File: src/rtl/irt_pkg.sv
// Shared constants, status codes and tree sizing helpers for the interval reservation table.
package irt_pkg;

    // Default sizes
    localparam int DEF_TABLE_DEPTH = 1024;
    localparam int DEF_SEAT_BITS   = 32;
    localparam int DEF_OWNER_BITS  = 16;

    // Reduction tree fan-in (power of two)
    localparam int FANIN       = 16;
    localparam int FANIN_SHIFT = 4;

    // Request kinds
    localparam logic ACT_INSERT = 1'b0;
    localparam logic ACT_QUERY  = 1'b1;

    // Result status codes
    localparam logic [1:0] ST_OK      = 2'd0;
    localparam logic [1:0] ST_OVERLAP = 2'd1;
    localparam logic [1:0] ST_FULL    = 2'd2;
    localparam logic [1:0] ST_BAD     = 2'd3;
    localparam logic [1:0] ST_FREE    = 2'd1;

    // Number of lanes left after a given number of tree levels
    function automatic int tree_count(input int n, input int levels);
        int c;
        begin
            c = n;
            for (int i = 0; i < 16; i++)
            begin
                if (i < levels)
                begin
                    c = (c + FANIN - 1) >> FANIN_SHIFT;
                end
            end
            return c;
        end
    endfunction

    // Registered levels needed to reduce n lanes to one
    function automatic int tree_levels(input int n);
        int c;
        int lv;
        begin
            c  = n;
            lv = 0;
            for (int i = 0; i < 16; i++)
            begin
                if (c > 1)
                begin
                    c  = (c + FANIN - 1) >> FANIN_SHIFT;
                    lv = lv + 1;
                end
            end
            if (lv == 0)
            begin
                lv = 1;
            end
            return lv;
        end
    endfunction

endpackage

File: src/rtl/irt_cell.sv
// One table slot: holds an interval, compares it against the request and shifts on insert.
module irt_cell #(
    parameter int SEAT_BITS  = irt_pkg::DEF_SEAT_BITS,
    parameter int OWNER_BITS = irt_pkg::DEF_OWNER_BITS
) (
    input  logic                  clk,
    input  logic                  rst_n,
    // request broadcast
    input  logic [SEAT_BITS-1:0]  req_lo,
    input  logic [SEAT_BITS-1:0]  req_hi,
    input  logic [OWNER_BITS-1:0] req_owner,
    input  logic                  commit,
    // lower neighbor
    input  logic                  prev_valid,
    input  logic                  prev_gt,
    input  logic [SEAT_BITS-1:0]  prev_start,
    input  logic [SEAT_BITS-1:0]  prev_end,
    input  logic [OWNER_BITS-1:0] prev_owner,
    // this slot, seen by the upper neighbor
    output logic                  valid,
    output logic                  gt,
    output logic [SEAT_BITS-1:0]  start_seat,
    output logic [SEAT_BITS-1:0]  end_seat,
    output logic [OWNER_BITS-1:0] owner,
    // registered compare result: {hit, owner masked by hit}
    output logic [OWNER_BITS:0]   lane
);

    logic                  valid_reg;
    logic [SEAT_BITS-1:0]  start_reg;
    logic [SEAT_BITS-1:0]  end_reg;
    logic [OWNER_BITS-1:0] owner_reg;
    logic [OWNER_BITS:0]   lane_reg;
    logic                  hit;
    logic                  take_prev;
    logic                  take_new;

    // Slot starts after the new interval, so it moves up on insert
    assign gt = valid_reg && (start_reg > req_lo);

    // Any shared seat with the request range
    assign hit = valid_reg && (start_reg <= req_hi) && (req_lo <= end_reg);

    // Neighbor moves in, or the new interval lands here
    assign take_prev = prev_gt;
    assign take_new  = !prev_gt && (gt || (!valid_reg && prev_valid));

    // Hold valid flag
    always_ff @(posedge clk or negedge rst_n)
    begin
        if (!rst_n)
        begin
            valid_reg <= 1'b0;
        end
        else if (commit && (take_prev || take_new))
        begin
            valid_reg <= 1'b1;
        end
    end

    // Shift or load interval contents
    always_ff @(posedge clk)
    begin
        if (commit && take_prev)
        begin
            start_reg <= prev_start;
            end_reg   <= prev_end;
            owner_reg <= prev_owner;
        end
        else if (commit && take_new)
        begin
            start_reg <= req_lo;
            end_reg   <= req_hi;
            owner_reg <= req_owner;
        end
    end

    // Register compare result for the reduction tree
    always_ff @(posedge clk)
    begin
        lane_reg <= {hit, owner_reg & {OWNER_BITS{hit}}};
    end

    assign valid      = valid_reg;
    assign start_seat = start_reg;
    assign end_seat   = end_reg;
    assign owner      = owner_reg;
    assign lane       = lane_reg;

endmodule

File: config.mk
export PLATFORM = sky130hd
export DESIGN_NAME = irt_cell
export DESIGN_NICKNAME = d
export VERILOG_FILES = /design/src/rtl/irt_pkg.sv /design/src/rtl/irt_cell.sv
export SDC_FILE = /design/constraint.sdc
export NUM_CORES = 1
export LEC_CHECK = 0
export ABC_CLOCK_PERIOD_IN_PS = 6000
export BUFFER_PORTS_ARGS = -buffer_cell sky130_fd_sc_hd__clkbuf_2
export CORE_MARGIN = 4
export CORE_UTILIZATION = 53
export DETAILED_ROUTE_END_ITERATION = 8
export PLACE_DENSITY = 0.91
export SYNTH_ARGS = -nofsm -noshare
export SYNTH_HDL_FRONTEND = slang
export SYNTH_SLANG_ARGS = --single-unit
File: constraint.sdc
create_clock -name clk -period 6 [get_ports clk]
set_input_delay 1.2 -clock clk [delete_from_list [all_inputs] [get_ports clk]]
set_output_delay 1.2 -clock clk [all_outputs]
set_load 0.02 [all_outputs]
After elaboration in Yosys (flattened, before gate mapping)
Index checks and enable logic that the tools add are counted.
{ "classes": {"addsub": 0, "n_mul": 0, "n_div": 0, "order_cmp": 3, "eq_ne": 0, "n_shift": 0, "n_mux": 6, "bitwise": 1, "reduce_logical": 13} }
{ "op_table": {"columns": ["operator", "count"], "rows": [
  ["$mux 32", 4],
  ["$le 32x32->1", 2],
  ["$gt 32x32->1", 1],
  ["$mux 16", 2],
  ["$and 16x16->16", 1],
  ["$logic_and 1x1->1", 8],
  ["$logic_not 1->1", 2],
  ["$logic_or 1x1->1", 2],
  ["$reduce_bool 2->1", 1]
]} }
{ "word_totals": {"reg_bits": 98, "latchBits": 0, "mem_bits_rw": 0, "mem_bits_ro": 0, "out_inout_bits": 99, "memories": 0} }

Depth between registers and ports, before layout
{ "depth": {"ltp_word": 7, "depth_mapped": 10} }

Worst setup path before layout
OpenSTA, ideal clock, no wires.
{ "synth_path": {"kind": "input port to flip-flop", "startpoint": "input req_lo[27]", "endpoint": "register end_reg[0], in the netlist end_seat[0], enable pin", "t_arrival_ns": 4.244, "slack_ns": 1.304, "stages": 6, "path_buffers": 0, "cell_sequence": "inv_1 -> ha_1 -> nand4_1 -> nor4_1 -> a21boi_0 -> o31a_1"} }
{ "synth_via": {"elab_chain_len": 6} }
{ "synth_rtl": {"columns": ["item", "line_no", "rtl"], "rows": [
  ["start, declared", "irt_cell.sv:9", "input logic [SEAT_BITS-1:0] req_lo,"],
  ["$gt 32x32->1", "irt_cell.sv:39", "assign gt = valid_reg && (start_reg > req_lo);"],
  ["$logic_and 1x1->1", "irt_cell.sv:39", null],
  ["$logic_or 1x1->1", "irt_cell.sv:46", "assign take_new = !prev_gt && (gt || (!valid_reg && prev_valid));"],
  ["$logic_and 1x1->1", "irt_cell.sv:46", null],
  ["$logic_and 1x1->1", "irt_cell.sv:70", "else if (commit && take_new)"],
  ["$reduce_bool 2->1 (no line)", null, null],
  ["end signal, assigned", "irt_cell.sv:67", "end_reg <= prev_end;"],
  ["end signal, assigned", "irt_cell.sv:73", "end_reg <= req_hi;"],
  ["end, declared", "irt_cell.sv:31", "logic [SEAT_BITS-1:0] end_reg;"]
]} }
No other way between the ends.
A chain may end at the register's enable or synchronous reset.

Worst setup path after layout
{ "layout_path": {"startpoint": "input req_lo[21]", "endpoint": "output gt"} }
{ "layout_via": {"elab_chain_len": 2} }
{ "layout_rtl": {"columns": ["item", "line_no", "rtl"], "rows": [
  ["$gt 32x32->1", "irt_cell.sv:39", null],
  ["$logic_and 1x1->1", "irt_cell.sv:39", null],
  ["end, declared", "irt_cell.sv:21", "output logic gt,"]
]} }
No other way between the ends.

==> metrics.txt <==
# TYPE chip_impl_metric gauge
chip_impl_metric{name="wl_met1",unit="mm"} 6.59
chip_impl_metric{name="post_cts_resize_count",unit=""} 0
chip_impl_metric{name="final-hold-violation-count",unit=""} 0
chip_impl_info{name="dominantRegCellSynth",value="sky130_fd_sc_hd__edfxtp_1"} 1
chip_impl_metric{name="post_synth.cell_area_avg",unit="µm²"} 11.5
chip_impl_metric{name="post-route-period-util",unit="%"} 72.0
chip_impl_metric{name="port-buffer-count",unit=""} 263
chip_impl_metric{name="track_usage",unit="%"} 24.6
chip_impl_metric{name="critical_path_arrival",unit="ps"} 3120
chip_impl_metric{name="yosysWarningCount",unit=""} 0
chip_impl_info{name="synth_top_cells_by_count",value="sky130_fd_sc_hd__ha_1, sky130_fd_sc_hd__inv_1, sky130_fd_sc_hd__edfxtp_1, sky130_fd_sc_hd__mux2_2, sky130_fd_sc_hd__a21oi_1"} 1
chip_impl_metric{name="synth_largest_type_area_fraction",unit="%"} 37.7
chip_impl_metric{name="cts_hold_buffers",unit=""} 0
chip_impl_info{name="cpMaxStageDelayCell",value="sky130_fd_sc_hd__a2111oi_0"} 1
chip_impl_metric{name="rows",unit=""} 39
chip_impl_metric{name="fill_cells",unit=""} 834
chip_impl_metric{name="synth_sequential_area_ratio",unit="%"} 43.5
chip_impl_info{name="post_synthesis_cell_type_with_the_largest_combined_area",value="sky130_fd_sc_hd__edfxtp_1"} 1
chip_impl_metric{name="worst_ep_required_time",unit="ps"} 4800
chip_impl_metric{name="finish.net_count",unit=""} 1077
chip_impl_metric{name="ys_async_sr_fraction",unit="%"} 1.02
chip_impl_metric{name="grt_remaining_overflow",unit=""} 0
chip_impl_metric{name="dr_wl_met3",unit="mm"} 1.12
chip_impl_metric{name="clock_edge_transition_at_the_registers_on_the_reported_setup_and_hold_paths",unit="ps"} 70
chip_impl_metric{name="worstMarginPinSlew",unit="ps"} 1130
chip_impl_metric{name="synthDistinctLibCells",unit=""} 42
chip_impl_metric{name="route.final.wire_length",unit="mm"} 17.0
chip_impl_metric{name="dp_area",unit="mm²"} 0.00783
chip_impl_info{name="tritoncts_clock_tree",value="done"} 1
chip_impl_metric{name="grt_antenna_before_repair",unit=""} 0
chip_impl_info{name="critPathMostFrequentCell",value="sky130_fd_sc_hd__clkbuf_2"} 1
chip_impl_metric{name="setup_tns",unit="ps"} 0
chip_impl_metric{name="max-cap-violations",unit=""} 0
chip_impl_metric{name="layout_setup_ws",unit="ps"} 1680
chip_impl_metric{name="num_io_pins",unit=""} 264
chip_impl_metric{name="detail-route-antenna-nets",unit=""} 0
chip_impl_metric{name="place.gp.congestion",unit=""} 0.883
chip_impl_metric{name="vias",unit=""} 5199
chip_impl_metric{name="grt_max_degree",unit=""} 81
chip_impl_metric{name="mappedNetlistArea",unit="mm²"} 0.00637
chip_impl_metric{name="synth.net_count",unit=""} 813
chip_impl_info{name="dr.max_layer_used",value="met4"} 1
chip_impl_metric{name="synth_cells",unit=""} 552
chip_impl_metric{name="cts_buffers",unit=""} 9
chip_impl_info{name="worst_hold_path_type",value="flip-flop to flip-flop"} 1
chip_impl_metric{name="remaining_drc_errors",unit=""} 0
chip_impl_info{name="post_synth_main_area_contributors",value="sky130_fd_sc_hd__edfxtp_1, sky130_fd_sc_hd__ha_1, sky130_fd_sc_hd__mux2_2, sky130_fd_sc_hd__inv_1, sky130_fd_sc_hd__dfxtp_1"} 1
chip_impl_metric{name="wire_per_inst",unit="µm"} 17.6
chip_impl_metric{name="grt_pass1_wl",unit="mm"} 27.3
chip_impl_metric{name="detailedRoute.firstPassIterationCount",unit=""} 4
chip_impl_metric{name="vias_per_cell",unit=""} 5.39
chip_impl_metric{name="detailedRoute.firstIterationViolations",unit=""} 269
chip_impl_metric{name="dpl_worst_slack",unit="ps"} 1660
chip_impl_metric{name="finish.instance_area",unit="mm²"} 0.00810
chip_impl_metric{name="post_synth_edffs",unit=""} 80
chip_impl_metric{name="post_route_cells_drive_above_1_share",unit="%"} 45.7
chip_impl_metric{name="fin_worst_skew",unit="ps"} 11.7
chip_impl_metric{name="clock_path_buffers",unit=""} 2
chip_impl_metric{name="power.static_leakage",unit="nW"} 4.10
chip_impl_metric{name="crit_path_max_fanout",unit=""} 3
chip_impl_info{name="grt_setup_unrepaired",value="no"} 1
chip_impl_info{name="crit_path_cell_trace",value="clkbuf_2 > inv_1 > ha_1 > a21o_1 > nand3_1 > a21oi_1 > a2111oi_0 > o21ai_0 > o21a_1 > clkbuf_2"} 1
chip_impl_metric{name="fin_crit",unit="ps"} 4320
chip_impl_metric{name="critical_path.max_stage_delay",unit="ps"} 470
chip_impl_metric{name="worst_ir_drop_vdd",unit="mV"} 0.174
chip_impl_metric{name="met2_wl_post_dr",unit="mm"} 8.83
chip_impl_info{name="start_kind",value="input port"} 1
chip_impl_metric{name="grt_pass1_vias",unit=""} 5458
chip_impl_metric{name="timing.final.setup_violations",unit=""} 0
chip_impl_info{name="worstSetupPathType",value="input port to primary output"} 1
chip_impl_info{name="timing.critical_path.to_type",value="primary output"} 1
chip_impl_info{name="status",value="completed"} 1
chip_impl_metric{name="die_h",unit="µm"} 118
chip_impl_metric{name="worst_skew_late_latency",unit="ps"} 350
chip_impl_metric{name="max_clock_freq",unit="MHz"} 231
chip_impl_metric{name="power_per_cell_area",unit="mW/mm²"} 229
chip_impl_metric{name="dieArea",unit="mm²"} 0.0138
chip_impl_metric{name="postSynthRegisterBits",unit=""} 98
chip_impl_metric{name="place_hpwl",unit="mm"} 14.1
chip_impl_metric{name="clock_tree_sinks",unit=""} 98
chip_impl_metric{name="total_count_of_max_transition_violations_in_the_final_report",unit=""} 0
chip_impl_metric{name="antennaDiodeCount",unit=""} 0
chip_impl_metric{name="cts_post_setup_buffers_inserted",unit=""} 0
chip_impl_info{name="clockRootBuffer",value="sky130_fd_sc_hd__clkbuf_16"} 1
chip_impl_metric{name="areaGrowthSynthToFinish",unit="%"} 27.2
chip_impl_metric{name="max_slew_margin",unit="%"} 24.3
chip_impl_metric{name="fp.dieW",unit="µm"} 118
chip_impl_metric{name="htree_num_levels",unit=""} 3
chip_impl_metric{name="core_area",unit="mm²"} 0.0116
chip_impl_metric{name="initial_utilization",unit="%"} 55.1
==> per-stage QoR <==
step | hold slack [ps] | utilization, % | total power, W | std cells
after floorplan | 642 | - | 0.00115 | 552
after global placement | 492 | 67.7 | 0.00131 | 948
after detailed placement | 499 | 67.7 | 0.00133 | 948
after CTS | 514 | 70.0 | 0.00187 | 964
after global routing | 554 | 70.0 | 0.00195 | 964
final | 511 | 70.0 | 0.00185 | 964
==> cells by family (layout without fill, tap and decap cells) <==
group,Yosys count,after routing,share of synthesized area (%)
buf+inv,107,376,6.70
fa+ha+maj,96,96,18.9
compound gates,85,85,8.35
simple gates,86,86,8.47
flops,98,98,43.5
mux,80,80,14.1
==> worst max-delay path, delay by kind of cell <==
family / cells / cell delay (ps)
AO/OA/AOI/OAI: 5 / 1190
adder cells (fa/ha/maj): 1 / 320
buffers and inverters: 3 / 320
AND/OR/NAND/NOR: 1 / 80
==> layer usage <==
metal / up-vias / track usage, %
met5: - / 0
met4: 0 / 7.99
met3: 31 / 7.02
met2: 195 / 44.7
met1: 2432 / 27.7
li1: 2541 / -
==> cell type report <==
class | instances | area (µm²) | area share [%]
clock buffers | 10 | 229 | 2.83
clock inverters | 6 | 40.0 | 0.494
inverters | 96 | 360 | 4.45
multi-input cells | 347 | 3190 | 39.4
flip-flops and latches | 98 | 2770 | 34.2
well taps | 143 | 179 | 2.21
repair buffers | 264 | 1340 | 16.5
==> final timing paths <==
| path | start | endpoint | slack [ps] | depth (start not counted) |
|---|---|---|---|---|
| max | req_lo[21] | gt | 1680 | 10 |
| min | owner[13] | lane[13] | 510 | 1 |
| max reg2reg | start_seat[27] | owner[13] | 2630 | 6 |
| min reg2reg | owner[13] | lane[13] | 510 | 1 |
| max in group asynchronous | rst_n | valid | 5300 | 1 |
| min in group asynchronous | rst_n | valid | 620 | 1 |
==> cells in the final DEF, fill, tap and decap left out, drive strengths merged, types with 2 or more instances in the layout <==
cell / count
nor3: 3
a211oi: 3
nor2b: 3
nor4: 4
inv: 99
ha: 96
clkbuf: 273
nand2: 17
a21o: 12
o31a: 2
dfxtp: 17
edfxtp: 80
a2111oi: 3
o21ai: 11
o211ai: 2
a31oi: 2
nand3: 10
clkinv: 3
mux2: 80
nor2: 9
a21boi: 4
a21oi: 38
nor3b: 16
nand4: 20
o21a: 3
==> where the power goes <==
group          total [W]  switching, W  internal [W]
Sequential      0.000839     0.0000329      0.000806
Combinational   0.000474      0.000273      0.000201
Clock           0.000541      0.000258      0.000283
Note: power is estimated with default switching activity, not from simulation.
